### src/design/assert_macros.svh
// ----------------------------------------------------------------------------
// Assertion macros
// Shared concurrent assertion forms, clocked on aclk and off during reset.
// ----------------------------------------------------------------------------
`ifndef ASSERT_MACROS_SVH
`define ASSERT_MACROS_SVH

// Property must hold at every edge outside reset
`define UEMU_ASSERT(label, prop, msg) \
    label: assert property (@(posedge aclk) disable iff (!aresetn) prop) \
        else $error(msg);

// Condition must never be seen outside reset
`define UEMU_ASSERT_NEVER(label, cond, msg) \
    label: assert property (@(posedge aclk) disable iff (!aresetn) !(cond)) \
        else $error(msg);

`endif

### src/design/uemu_pkg.sv
// ----------------------------------------------------------------------------
// Universal machine execute unit package
// Widths, opcode, request and status codes, and the multiply/divide link types.
// ----------------------------------------------------------------------------
`default_nettype none

package uemu_pkg;

    localparam int WORD_W    = 32;
    localparam int NUM_REGS  = 8;
    localparam int REG_IDX_W = 3;

    localparam logic [WORD_W-1:0] BYTE_MAX = 32'd255;
    localparam logic [WORD_W-1:0] ALL_ONES = '1;

    // Instruction opcodes
    localparam logic [3:0] OP_CMOV     = 4'd0;
    localparam logic [3:0] OP_LOAD     = 4'd1;
    localparam logic [3:0] OP_STORE    = 4'd2;
    localparam logic [3:0] OP_ADD      = 4'd3;
    localparam logic [3:0] OP_MUL      = 4'd4;
    localparam logic [3:0] OP_DIV      = 4'd5;
    localparam logic [3:0] OP_NAND     = 4'd6;
    localparam logic [3:0] OP_HALT     = 4'd7;
    localparam logic [3:0] OP_MAP      = 4'd8;
    localparam logic [3:0] OP_UNMAP    = 4'd9;
    localparam logic [3:0] OP_OUT      = 4'd10;
    localparam logic [3:0] OP_IN       = 4'd11;
    localparam logic [3:0] OP_LOADPROG = 4'd12;
    localparam logic [3:0] OP_LOADIMM  = 4'd13;

    // Item kinds
    localparam logic ACT_EXEC = 1'b0;
    localparam logic ACT_RESP = 1'b1;

    // Request kinds
    localparam logic [3:0] KIND_NONE  = 4'd0;
    localparam logic [3:0] KIND_READ  = 4'd1;
    localparam logic [3:0] KIND_WRITE = 4'd2;
    localparam logic [3:0] KIND_MAP   = 4'd3;
    localparam logic [3:0] KIND_UNMAP = 4'd4;
    localparam logic [3:0] KIND_OUT   = 4'd5;
    localparam logic [3:0] KIND_LOADP = 4'd6;
    localparam logic [3:0] KIND_JUMP  = 4'd7;
    localparam logic [3:0] KIND_HALT  = 4'd8;

    // Status codes
    localparam logic [1:0] STAT_OK       = 2'd0;
    localparam logic [1:0] STAT_DIVZERO  = 2'd1;
    localparam logic [1:0] STAT_OUTRANGE = 2'd2;
    localparam logic [1:0] STAT_HALTED   = 2'd3;

    // Multiply/divide unit command and response
    typedef struct packed {
        logic start;
        logic is_div;
    } md_req_t;

    typedef struct packed {
        logic              done;
        logic [WORD_W-1:0] result;
    } md_rsp_t;

endpackage

`default_nettype wire

### src/design/uemu_ram.sv
// ----------------------------------------------------------------------------
// Generic RAM
// One write port, one read port, read data registered.
// ----------------------------------------------------------------------------
`default_nettype none

module uemu_ram #(
    parameter int WIDTH = 32,
    parameter int DEPTH = 8,
    parameter int AW    = (DEPTH > 1) ? $clog2(DEPTH) : 1
) (
    input  wire logic             aclk,
    input  wire logic             we,
    input  wire logic [AW-1:0]    waddr,
    input  wire logic [WIDTH-1:0] wdata,
    input  wire logic [AW-1:0]    raddr,
    output logic      [WIDTH-1:0] rdata
);

    logic [WIDTH-1:0] mem [DEPTH];

    // Write and registered read
    always_ff @(posedge aclk) begin
        if (we) begin
            mem[waddr] <= wdata;
        end
        rdata <= mem[raddr];
    end

endmodule

`default_nettype wire

### src/design/uemu_muldiv.sv
// ----------------------------------------------------------------------------
// Multiply/divide unit
// Radix-2 shift-add multiply and restoring divide, one bit per cycle.
// ----------------------------------------------------------------------------
`default_nettype none

`include "assert_macros.svh"

module uemu_muldiv (
    input  wire logic                    aclk,
    input  wire logic                    aresetn,
    input  wire uemu_pkg::md_req_t       req,
    input  wire logic [uemu_pkg::WORD_W-1:0] op_b,
    input  wire logic [uemu_pkg::WORD_W-1:0] op_c,
    output uemu_pkg::md_rsp_t            rsp
);
    import uemu_pkg::*;

    localparam int CNT_W = $clog2(WORD_W);

    logic              busy_reg, busy_next;
    logic              done_reg, done_next;
    logic              div_reg, div_next;
    logic [CNT_W-1:0]  cnt_reg, cnt_next;
    logic [WORD_W-1:0] x_reg, x_next;     // multiplicand or divisor
    logic [WORD_W-1:0] y_reg, y_next;     // multiplier or quotient
    logic [WORD_W:0]   acc_reg, acc_next; // product or remainder
    logic [WORD_W:0]   shifted;
    logic [WORD_W:0]   diff;

    // Remainder shifted by one quotient bit, and trial subtract
    assign shifted = {acc_reg[WORD_W-1:0], y_reg[WORD_W-1]};
    assign diff    = shifted - {1'b0, x_reg};

    // Iterate one bit per cycle
    always_comb begin
        busy_next = busy_reg;
        done_next = 1'b0;
        div_next  = div_reg;
        cnt_next  = cnt_reg;
        x_next    = x_reg;
        y_next    = y_reg;
        acc_next  = acc_reg;
        if (req.start) begin
            busy_next = 1'b1;
            div_next  = req.is_div;
            cnt_next  = '0;
            x_next    = op_c;
            y_next    = op_b;
            acc_next  = '0;
            if (!req.is_div) begin
                x_next = op_b;
                y_next = op_c;
            end
        end else if (busy_reg) begin
            if (div_reg) begin
                if (!diff[WORD_W]) begin
                    acc_next = diff;
                    y_next   = {y_reg[WORD_W-2:0], 1'b1};
                end else begin
                    acc_next = shifted;
                    y_next   = {y_reg[WORD_W-2:0], 1'b0};
                end
            end else begin
                acc_next = acc_reg + {1'b0, (y_reg[0] ? x_reg : '0)};
                x_next   = {x_reg[WORD_W-2:0], 1'b0};
                y_next   = {1'b0, y_reg[WORD_W-1:1]};
            end
            cnt_next = cnt_reg + 1'b1;
            if (cnt_reg == CNT_W'(WORD_W - 1)) begin
                busy_next = 1'b0;
                done_next = 1'b1;
            end
        end
    end

    always_ff @(posedge aclk) begin
        if (!aresetn) begin
            busy_reg <= 1'b0;
            done_reg <= 1'b0;
        end else begin
            busy_reg <= busy_next;
            done_reg <= done_next;
        end
        div_reg <= div_next;
        cnt_reg <= cnt_next;
        x_reg   <= x_next;
        y_reg   <= y_next;
        acc_reg <= acc_next;
    end

    assign rsp.done   = done_reg;
    assign rsp.result = div_reg ? y_reg : acc_reg[WORD_W-1:0];

    `UEMU_ASSERT_NEVER(a_md_start_busy, req.start && busy_reg, "start while busy")
    `UEMU_ASSERT(a_md_done_pulse, done_reg |=> !done_reg, "done held two cycles")

endmodule

`default_nettype wire

### src/design/universal_machine_execute_unit_core.sv
// ----------------------------------------------------------------------------
// Universal machine execute unit
// Register-file execute stage of a 14-opcode, eight-register, 32-bit machine.
// ----------------------------------------------------------------------------
// Input channel (s_*): one decoded instruction or one memory response per
// transfer. Output channel (m_*): exactly one result per input, in order,
// carrying the request kind, status, the three selected registers as they
// stood before the instruction, and the register awaiting a read/map word.
// The register file lives in an 8x32 RAM with one read port, so the three
// operands are fetched one after another: a register-only instruction or a
// memory request steps through RDB, RDC, CAPC, EXEC and DONE, a response
// or an item after halt goes straight to DONE, and multiply, or divide by a
// nonzero divisor, also waits in MDWAIT as the shared multiply/divide unit
// retires one bit per cycle. A new input is taken once the previous result
// sits in the output register, so a stalled receiver costs nothing until a
// second result is ready; the unit then holds that result and takes no
// input. Reset (aresetn low, synchronous) reads all registers as zero through
// per-entry valid bits, clears the halt flag and empties the output register.
// ----------------------------------------------------------------------------
`default_nettype none

`include "assert_macros.svh"

module universal_machine_execute_unit_core (
    input  wire logic                          aclk,
    input  wire logic                          aresetn,
    input  wire logic                          s_valid,
    output logic                               s_ready,
    input  wire logic                          s_action,
    input  wire logic [3:0]                    s_opcode,
    input  wire logic [uemu_pkg::REG_IDX_W-1:0] s_reg_a,
    input  wire logic [uemu_pkg::REG_IDX_W-1:0] s_reg_b,
    input  wire logic [uemu_pkg::REG_IDX_W-1:0] s_reg_c,
    input  wire logic [24:0]                   s_immediate,
    input  wire logic [7:0]                    s_in_byte,
    input  wire logic                          s_in_eof,
    input  wire logic [uemu_pkg::WORD_W-1:0]   s_response_data,
    output logic                               m_valid,
    input  wire logic                          m_ready,
    output logic [3:0]                         m_request_kind,
    output logic [1:0]                         m_status,
    output logic [uemu_pkg::WORD_W-1:0]        m_value_a,
    output logic [uemu_pkg::WORD_W-1:0]        m_value_b,
    output logic [uemu_pkg::WORD_W-1:0]        m_value_c,
    output logic [uemu_pkg::REG_IDX_W-1:0]     m_dest_register
);
    import uemu_pkg::*;

    typedef enum logic [6:0] {
        ST_IDLE   = 7'b0000001,
        ST_RDB    = 7'b0000010,
        ST_RDC    = 7'b0000100,
        ST_CAPC   = 7'b0001000,
        ST_EXEC   = 7'b0010000,
        ST_MDWAIT = 7'b0100000,
        ST_DONE   = 7'b1000000
    } state_t;

    state_t state_reg, state_next;

    logic                 halted_reg, halted_next;
    logic [NUM_REGS-1:0]  vld_reg, vld_next;
    logic                 rd_vld_reg;

    logic [3:0]           op_reg, op_next;
    logic [REG_IDX_W-1:0] a_reg, a_next;
    logic [REG_IDX_W-1:0] b_reg, b_next;
    logic [REG_IDX_W-1:0] c_reg, c_next;
    logic [24:0]          imm_reg, imm_next;
    logic [7:0]           byte_reg, byte_next;
    logic                 eof_reg, eof_next;

    logic [WORD_W-1:0]    va_reg, va_next;
    logic [WORD_W-1:0]    vb_reg, vb_next;
    logic [WORD_W-1:0]    vc_reg, vc_next;
    logic [3:0]           kind_reg, kind_next;
    logic [1:0]           stat_reg, stat_next;
    logic [REG_IDX_W-1:0] dest_reg, dest_next;

    logic                 m_valid_reg, m_valid_next;
    logic [3:0]           m_kind_reg, m_kind_next;
    logic [1:0]           m_stat_reg, m_stat_next;
    logic [WORD_W-1:0]    m_va_reg, m_va_next;
    logic [WORD_W-1:0]    m_vb_reg, m_vb_next;
    logic [WORD_W-1:0]    m_vc_reg, m_vc_next;
    logic [REG_IDX_W-1:0] m_dest_reg, m_dest_next;

    logic                 ram_we;
    logic [REG_IDX_W-1:0] ram_waddr;
    logic [WORD_W-1:0]    ram_wdata;
    logic [REG_IDX_W-1:0] ram_raddr;
    logic [WORD_W-1:0]    ram_rdata;
    logic [WORD_W-1:0]    rd_word;

    md_req_t              md_req;
    md_rsp_t              md_rsp;

    // Register file storage
    uemu_ram #(
        .WIDTH (WORD_W),
        .DEPTH (NUM_REGS)
    ) u_regfile (
        .aclk  (aclk),
        .we    (ram_we),
        .waddr (ram_waddr),
        .wdata (ram_wdata),
        .raddr (ram_raddr),
        .rdata (ram_rdata)
    );

    // Shared multiply/divide unit
    uemu_muldiv u_muldiv (
        .aclk    (aclk),
        .aresetn (aresetn),
        .req     (md_req),
        .op_b    (vb_reg),
        .op_c    (vc_reg),
        .rsp     (md_rsp)
    );

    // Entries never written since reset read as zero
    assign rd_word = rd_vld_reg ? ram_rdata : '0;

    assign s_ready = (state_reg == ST_IDLE);

    // Sequencer: write a response, or fetch A, B, C and execute, then hand over to the output register
    always_comb begin
        state_next   = state_reg;
        halted_next  = halted_reg;
        op_next      = op_reg;
        a_next       = a_reg;
        b_next       = b_reg;
        c_next       = c_reg;
        imm_next     = imm_reg;
        byte_next    = byte_reg;
        eof_next     = eof_reg;
        va_next      = va_reg;
        vb_next      = vb_reg;
        vc_next      = vc_reg;
        kind_next    = kind_reg;
        stat_next    = stat_reg;
        dest_next    = dest_reg;
        m_valid_next = m_valid_reg;
        m_kind_next  = m_kind_reg;
        m_stat_next  = m_stat_reg;
        m_va_next    = m_va_reg;
        m_vb_next    = m_vb_reg;
        m_vc_next    = m_vc_reg;
        m_dest_next  = m_dest_reg;
        ram_we       = 1'b0;
        ram_waddr    = a_reg;
        ram_wdata    = '0;
        ram_raddr    = a_reg;
        md_req.start  = 1'b0;
        md_req.is_div = (op_reg == OP_DIV);

        // Drop the output once the receiver takes it
        if (m_valid_reg && m_ready) begin
            m_valid_next = 1'b0;
        end

        case (state_reg)
            ST_IDLE: begin
                ram_raddr = s_reg_a;
                if (s_valid) begin
                    op_next   = s_opcode;
                    a_next    = s_reg_a;
                    b_next    = s_reg_b;
                    c_next    = s_reg_c;
                    imm_next  = s_immediate;
                    byte_next = s_in_byte;
                    eof_next  = s_in_eof;
                    kind_next = KIND_NONE;
                    stat_next = STAT_OK;
                    dest_next = '0;
                    va_next   = '0;
                    vb_next   = '0;
                    vc_next   = '0;
                    if (halted_reg) begin
                        stat_next  = STAT_HALTED;
                        state_next = ST_DONE;
                    end else if (s_action == ACT_RESP) begin
                        ram_we     = 1'b1;
                        ram_waddr  = s_reg_a;
                        ram_wdata  = s_response_data;
                        state_next = ST_DONE;
                    end else begin
                        state_next = ST_RDB;
                    end
                end
            end
            ST_RDB: begin
                va_next    = rd_word;
                ram_raddr  = b_reg;
                state_next = ST_RDC;
            end
            ST_RDC: begin
                vb_next    = rd_word;
                ram_raddr  = c_reg;
                state_next = ST_CAPC;
            end
            ST_CAPC: begin
                vc_next    = rd_word;
                state_next = ST_EXEC;
            end
            ST_EXEC: begin
                state_next = ST_DONE;
                case (op_reg)
                    OP_CMOV: begin
                        ram_we    = (vc_reg != '0);
                        ram_wdata = vb_reg;
                    end
                    OP_LOAD: begin
                        kind_next = KIND_READ;
                        dest_next = a_reg;
                    end
                    OP_STORE: kind_next = KIND_WRITE;
                    OP_ADD: begin
                        ram_we    = 1'b1;
                        ram_wdata = vb_reg + vc_reg;
                    end
                    OP_MUL: begin
                        md_req.start = 1'b1;
                        state_next   = ST_MDWAIT;
                    end
                    OP_DIV: begin
                        if (vc_reg == '0) begin
                            stat_next = STAT_DIVZERO;
                        end else begin
                            md_req.start = 1'b1;
                            state_next   = ST_MDWAIT;
                        end
                    end
                    OP_NAND: begin
                        ram_we    = 1'b1;
                        ram_wdata = ~(vb_reg & vc_reg);
                    end
                    OP_HALT: begin
                        kind_next   = KIND_HALT;
                        halted_next = 1'b1;
                    end
                    OP_MAP: begin
                        kind_next = KIND_MAP;
                        dest_next = b_reg;
                    end
                    OP_UNMAP: kind_next = KIND_UNMAP;
                    OP_OUT: begin
                        if (vc_reg > BYTE_MAX) begin
                            stat_next = STAT_OUTRANGE;
                        end else begin
                            kind_next = KIND_OUT;
                        end
                    end
                    OP_IN: begin
                        ram_we    = 1'b1;
                        ram_waddr = c_reg;
                        ram_wdata = eof_reg ? ALL_ONES : {24'd0, byte_reg};
                    end
                    OP_LOADPROG: kind_next = (vb_reg == '0) ? KIND_JUMP : KIND_LOADP;
                    OP_LOADIMM: begin
                        ram_we    = 1'b1;
                        ram_wdata = {7'd0, imm_reg};
                    end
                    default: ;
                endcase
            end
            ST_MDWAIT: begin
                if (md_rsp.done) begin
                    ram_we     = 1'b1;
                    ram_wdata  = md_rsp.result;
                    state_next = ST_DONE;
                end
            end
            ST_DONE: begin
                // Load the output register once it is free
                if (!m_valid_reg || m_ready) begin
                    m_valid_next = 1'b1;
                    m_kind_next  = kind_reg;
                    m_stat_next  = stat_reg;
                    m_va_next    = va_reg;
                    m_vb_next    = vb_reg;
                    m_vc_next    = vc_reg;
                    m_dest_next  = dest_reg;
                    state_next   = ST_IDLE;
                end
            end
            default: state_next = ST_IDLE;
        endcase

        // Mark written entries valid
        vld_next = vld_reg;
        if (ram_we) begin
            vld_next[ram_waddr] = 1'b1;
        end
    end

    always_ff @(posedge aclk) begin
        if (!aresetn) begin
            state_reg   <= ST_IDLE;
            halted_reg  <= 1'b0;
            vld_reg     <= '0;
            m_valid_reg <= 1'b0;
        end else begin
            state_reg   <= state_next;
            halted_reg  <= halted_next;
            vld_reg     <= vld_next;
            m_valid_reg <= m_valid_next;
        end
        rd_vld_reg <= vld_reg[ram_raddr];
        op_reg     <= op_next;
        a_reg      <= a_next;
        b_reg      <= b_next;
        c_reg      <= c_next;
        imm_reg    <= imm_next;
        byte_reg   <= byte_next;
        eof_reg    <= eof_next;
        va_reg     <= va_next;
        vb_reg     <= vb_next;
        vc_reg     <= vc_next;
        kind_reg   <= kind_next;
        stat_reg   <= stat_next;
        dest_reg   <= dest_next;
        m_kind_reg <= m_kind_next;
        m_stat_reg <= m_stat_next;
        m_va_reg   <= m_va_next;
        m_vb_reg   <= m_vb_next;
        m_vc_reg   <= m_vc_next;
        m_dest_reg <= m_dest_next;
    end

    assign m_valid         = m_valid_reg;
    assign m_request_kind  = m_kind_reg;
    assign m_status        = m_stat_reg;
    assign m_value_a       = m_va_reg;
    assign m_value_b       = m_vb_reg;
    assign m_value_c       = m_vc_reg;
    assign m_dest_register = m_dest_reg;

    `UEMU_ASSERT(a_halt_sticky, halted_reg |=> halted_reg, "halt flag cleared")
    `UEMU_ASSERT_NEVER(a_no_write_halted, ram_we && halted_reg, "register write after halt")
    `UEMU_ASSERT_NEVER(a_md_done_state, md_rsp.done && (state_reg != ST_MDWAIT),
        "multiply/divide finished outside wait")
    `UEMU_ASSERT(a_done_hold,
        (state_reg == ST_DONE) && m_valid_reg && !m_ready |=> (state_reg == ST_DONE),
        "result left while output register full")

endmodule

`default_nettype wire
### config.mk
export PLATFORM = sky130hd
export DESIGN_NAME = universal_machine_execute_unit_core
export DESIGN_NICKNAME = d
export VERILOG_FILES = /design/src/design/uemu_pkg.sv /design/src/design/uemu_ram.sv /design/src/design/uemu_muldiv.sv /design/src/design/universal_machine_execute_unit_core.sv
export VERILOG_INCLUDE_DIRS = /design/src /design/src/design
export SDC_FILE = /design/constraint.sdc
export NUM_CORES = 1
export LEC_CHECK = 0
export BUFFER_PORTS_ARGS = -buffer_cell sky130_fd_sc_hd__buf_4
export CAP_MARGIN = 20
export CORE_MARGIN = 3
export CORE_UTILIZATION = 45
export DETAILED_ROUTE_END_ITERATION = 16
export PLACE_DENSITY = 0.61
export SLEW_MARGIN = 20
export SYNTH_ARGS = -nofsm -noshare
export SYNTH_HDL_FRONTEND = slang
export SYNTH_SLANG_ARGS = --single-unit
### constraint.sdc
create_clock -name aclk -period 19.3 [get_ports aclk]
set_input_delay 3.86 -clock aclk [delete_from_list [all_inputs] [get_ports aclk]]
set_output_delay 3.86 -clock aclk [all_outputs]
set_load 0.005 [all_outputs]
### Yosys cells after proc, flatten, opt, wreduce, memory -nomap -nowiden

Memory sizes are Yosys's and may differ from the RTL's. A register that Yosys moved wholly into a read port is not among the register bits.
Index checks and enable logic that the tools add are counted.

| cells by class | value |
|---|---|
| add/subtract/negate cells | 4 |
| magnitude comparators | 4 |
| eq/ne operators | 31 |
| mux-type cells | 75 |
| bitwise logic cells | 5 |
| reductions and logical operators | 26 |

Operator list:

| kind | count |
|---|---|
| $mux W32 | 17 |
| $pmux W32 S2 | 3 |
| $pmux W32 S5 | 1 |
| $pmux W32 S3 | 1 |
| $mux W33 | 2 |
| $logic_not A32 Y1 | 2 |
| $pmux W7 S7 | 1 |
| $mux W7 | 6 |
| $add A33 B32 Y33 | 1 |
| $sub A33 B32 Y33 | 1 |
| $add A32 B32 Y32 | 1 |
| $and A32 B32 Y32 | 1 |
| $gt A32 B8 Y1 const B | 1 |
| $not A32 Y32 | 1 |
| $reduce_bool A32 Y1 | 1 |
| $pmux W4 S7 | 1 |
| $eq A4 B4 Y1 const B | 6 |
| $mux W1 | 19 |
| $pmux W3 S2 | 3 |
| $eq A4 B3 Y1 const B | 4 |
| $mux W3 | 5 |
| $pmux W7 S2 | 1 |
| $reduce_and A2 Y1 | 7 |
| $reduce_bool A2 Y1 | 5 |
| other kinds (39) | 54 |

| storage, ports and cells | value |
|---|---|
| register bits after elaboration | 380 |
| RAM bits | 256 |
| input bits | 84 |
| output and inout bits | 107 |
| memories | 1 |

Memory list:

| memory | words | width | rd ports | clocked after memory_dff | wr ports | RTL line | source |
|---|---|---|---|---|---|---|---|
| u_regfile.mem | 8 | 32 | 1 | 1 | 1 | uemu_ram.sv:20 | `logic [WIDTH-1:0] mem [DEPTH];` |

### Longest topological paths before layout

| depth | value |
|---|---|
| depth after elaboration | 9 |
| depth in mapped cells | 15 |
| gate-level depth less buffers | 14 |

### Hierarchy

Synthesis repeated with hierarchy kept, for this count alone.

| unflattened totals | value |
|---|---|
| cell total of the unflattened synthesis | 2568 |
| area total of the unflattened synthesis | 32417.3 um2 |

Modules (own cells, without submodules):

| module | instances | cells each | area each (um2) |
|---|---|---|---|
| universal_machine_execute_unit_core | 1 | 1026 | 12513.3 |
| uemu_ram | 1 | 415 | 10466.3 |
| uemu_muldiv | 1 | 1127 | 9437.8 |

### Worst setup path before layout

Ideal clock, no wire load.

| path | value |
|---|---|
| path kind | input to register |
| from | input port m_ready |
| to | register m_dest_reg[0], in the netlist m_dest_register[0] (enable) |
| setup time | 582 ps |
| arrival | 8630 ps |
| data required time | 18718 ps |
| slack | 10088 ps |
| cell stages on the path | 2 |
| buffers on the path | 0 |
| path through | nand2b_1 -> nor2b_1 |

| between the ends | value |
|---|---|
| longest elaborated chain between the ends | 2 |

RTL lines:

| item | RTL line | source |
|---|---|---|
| from (decl) | universal_machine_execute_unit_core.sv:39 | `input wire logic m_ready,` |
| $logic_or A1 B1 Y1 | universal_machine_execute_unit_core.sv:276 | `if (!m_valid_reg \|\| m_ready) begin` |
| $reduce_and A2 Y1 (no source line) | n/a |  |
| to (signal assigned) | universal_machine_execute_unit_core.sv:328 | `m_dest_reg <= m_dest_next;` |
| to (decl) | universal_machine_execute_unit_core.sv:86 | `logic [REG_IDX_W-1:0] m_dest_reg, m_dest_next;` |

No other way between the ends.
A chain may end at the register's enable or synchronous reset.

### Worst setup path in the final report

| path | value |
|---|---|
| from | input port s_valid |
| to | memory u_regfile.mem[0][28] (enable) |

| between the ends | value |
|---|---|
| longest elaborated chain between the ends | 4 |
| elaborated cells on any way between the ends | 6 |

RTL lines:

| item | RTL line | source |
|---|---|---|
| from (decl) | universal_machine_execute_unit_core.sv:27 | `input wire logic s_valid,` |
| $mux W1 | universal_machine_execute_unit_core.sv:165 | `if (s_valid) begin` |
| $pmux W1 S3 | universal_machine_execute_unit_core.sv:162 | `case (state_reg)` |
| $mux W1 | uemu_ram.sv:24 | `if (we) begin` |
| $mux W1 (not written as such) | uemu_ram.sv:25 | `mem[waddr] <= wdata;` |
| to (decl) | uemu_ram.sv:20 |  |

Parallel ways exist; a longest one is shown, timed or not.

==> metrics <==
status finished clean; Fin Clk Skew approximately 0.024 ns; CTS H-tree lvls 3; Root Buffer clkbuf_16; Synth Instances between 2000 and 3000; worst-case reg-to-reg path depth 9; reg-to-reg startpoint vc_reg[9]; HPWL after DPL a little under 70000 um; clk sink count approximately 670; Synth top area share 0.538; worst-path fanout max 38; GR Util All Layers 0.253; core area about 71000 um2; Setup WS post-layout ~13 ns; 1st-iter DRT viols 2387; count leader, synth edfxtp_1; CP arrival 6.69 ns; clk slew on worst S/H paths around 0.06 ns; share of post-route cells with drive strength above 1 0.122; final WL about 96000 um; Worst R2R Setup Slack 14.68 ns; crit path launch type primary input; top cells by count, synth edfxtp_1, nand2_1, nor2_1; Power Dens Cells 106 nW/um2; fraction of registers with async set/reset 0; CP required approximately 20 ns; drt first pass iters 6; Syn Area/Cell between 10 and 15 um2; Clk Latency, worst-skew pair between 0.6 and 0.7 ns; Setup TNS Final 0 ns; CP most frequent cell buf_4; Hold Violations, Final 0; Min-Delay Path Depth 0; antenna-violating nets left 0; Lkg Pwr approximately 14 nW; met2 routed WL around 45000 um; Die Y between 200 and 300 um; number of global-route vias before repair ~23000; vias per inst around 6; placed insts 3972; TritonCTS clock tree built; Nets ~3300; unrepaired setup endpoints after global routing false; boundary pin count approximately 190; port bufs 190; row count 97; VDD IR max about 0.11 mV; max-cap violations 0; number of synthesized flops with an enable pin between 500 and 600; Min-Delay Path Class reg2reg; largest net degree at the start of global routing 92; worst-margin pin slew 1.15 ns; cts repair resizes 0; largest reg by FF count u_regfile.mem; Min-Delay Endpoint m_value_a[6]; die footprint 75000 um2; GPL Wtd Cong around 1; Crit Path Category in2reg; die width roughly 270 um; max reg flops approximately 260; Post-Syn Nets 3138; sequential element share of the synthesized area 0.593; number of antenna violations at the first check in global routing 5; DR DRC count 0; Setup WS pre-CTS 12.26 ns; r2r endpoint u_muldiv.y_reg[7]; M1 WL ~43000 um; largest area contributor in the netlist edfxtp_1; P&R area growth vs syn 15.1%; max-slew violations 0; max layer used met4; # hold bufs at CTS 0; Final setup viols 0; GR Overflow Total 0; diode count 0; Mapped Area between 30000 and 40000 um2; ranking of synthesized cells by area edfxtp_1, nand2_1, dfxtp_1; first-pass GRT wire length 144000 um; total CTS buffers 73; Filler cells 6113; Seq cells post-synth approximately 670; crit end category flip-flop; Slowest cell on crit path nor3_4; Initial Util 0.458; Synth Flop Type edfxtp_1; Final min period approximately 6.4 ns; Rel. slew slack 0.237; fin crit share 0.331; max frequency approximately 160 MHz; Power, Total 0.00395 W; hold path start va_reg[6]; Crit path largest cell delay between 0.7 and 0.8 ns; Cell Count, Final, Fillers Out about 4100; Routed wire per std cell about 23 um; critical-path cell list buf_4, nand2_4, nor3b_4, buf_4, a21oi_1, a221o_1, or2_4, nor3_4, buf_4; setup bufs post-CTS 0; met3 wire len roughly 6700 um; vias ~24000; Synthesis Warnings 0; Netlist cell types between 90 and 100; Clock Path Buffers 3
[cell type report]
class	instances	area, um2	share of cell area
well taps	940	1180	0.0317
inverters	84	315	0.00849
clock buffers	101	2070	0.0556
clock inverters	34	409	0.0110
repair buffers	231	1760	0.0473
multi-input cells	2051	12300	0.331
flip-flops and latches	667	19100	0.515
[power breakdown]
group / switching (W) / internal (W) / leakage (nW) / total (W)
sequential: 0.000106 / 0.00171 / 6.13 / 0.00182
clock: 0.000575 / 0.000849 / 1.21 / 0.00142
combinational: 0.000478 / 0.000226 / 6.65 / 0.000704
total: 0.00116 / 0.00279 / 14.0 / 0.00395
[per-layer routing]
| layer | global-route usage | vias to the layer above |
|---|---|---|
| li1 | - | 11231 |
| met1 | 0.366 | 11858 |
| met2 | 0.401 | 857 |
| met3 | 0.0344 | 124 |
| met4 | 0.0687 | 0 |
| met5 | 0 | - |
[per-stage QoR]
stage / hold slack [ns] / util / area [um2]
floorplan: 0.400 / - / 32300
global placement: 0.408 / 0.491 / 34600
detailed placement: 0.405 / 0.492 / 34700
CTS: 0.422 / 0.527 / 37100
global route: 0.420 / 0.527 / 37200
finish: 0.419 / 0.527 / 37200
[worst max-delay path: cells and delay by family]
family / cells / cell delay [ns]
and+or+nand+nor: 4 / 1.32
buffers and inverters: 3 / 0.98
AOI/OAI and AO/OA: 2 / 0.51
[layout by cell type (no fill, tap or decap), types with 8 or more instances in the layout]
cell type / count
a211oi_1: 56
o2111ai_1: 13
clkinv_1: 8
nand2b_1: 21
buf_4: 229
a21o_1: 42
ha_1: 97
clkbuf_16: 76
nand4_1: 18
dfxtp_1: 88
clkbuf_1: 18
o221ai_1: 18
a222oi_1: 22
nor2b_1: 30
and3_1: 17
nand2_1: 511
nor2_1: 186
o211ai_1: 22
a21oi_1: 153
nor3_1: 18
edfxtp_1: 578
o21a_1: 25
a221oi_1: 9
nand3_1: 185
and2_1: 54
a31oi_1: 27
o21ai_0: 169
mux2i_1: 63
o21ai_1: 36
o31ai_1: 13
xnor2_1: 47
nor4_1: 19
inv_1: 80
xor2_1: 34
clkinv_2: 10
o21bai_1: 12
[logic make-up after synthesis]
kind of cell,synth area share
xor+xnor,0.0220
fa+ha+maj,0.0395
flops,0.593
buf+inv,0.0288
simple gates,0.156
compound gates,0.138
mux,0.0230
[worst max-delay path by stage]
stage                       start                   end  cells after the start
after floorplan           m_ready    m_dest_register[0]                      2
after global placement    s_valid  u_regfile.mem[0][28]                      9
after CTS                 s_valid   u_regfile.mem[0][2]                      9
after detailed placement  s_valid  u_regfile.mem[0][28]                      9
after global routing      s_valid   u_regfile.mem[0][2]                      9
final                     s_valid  u_regfile.mem[0][28]                      9
No activity file was read; power rests on OpenSTA's default activity.
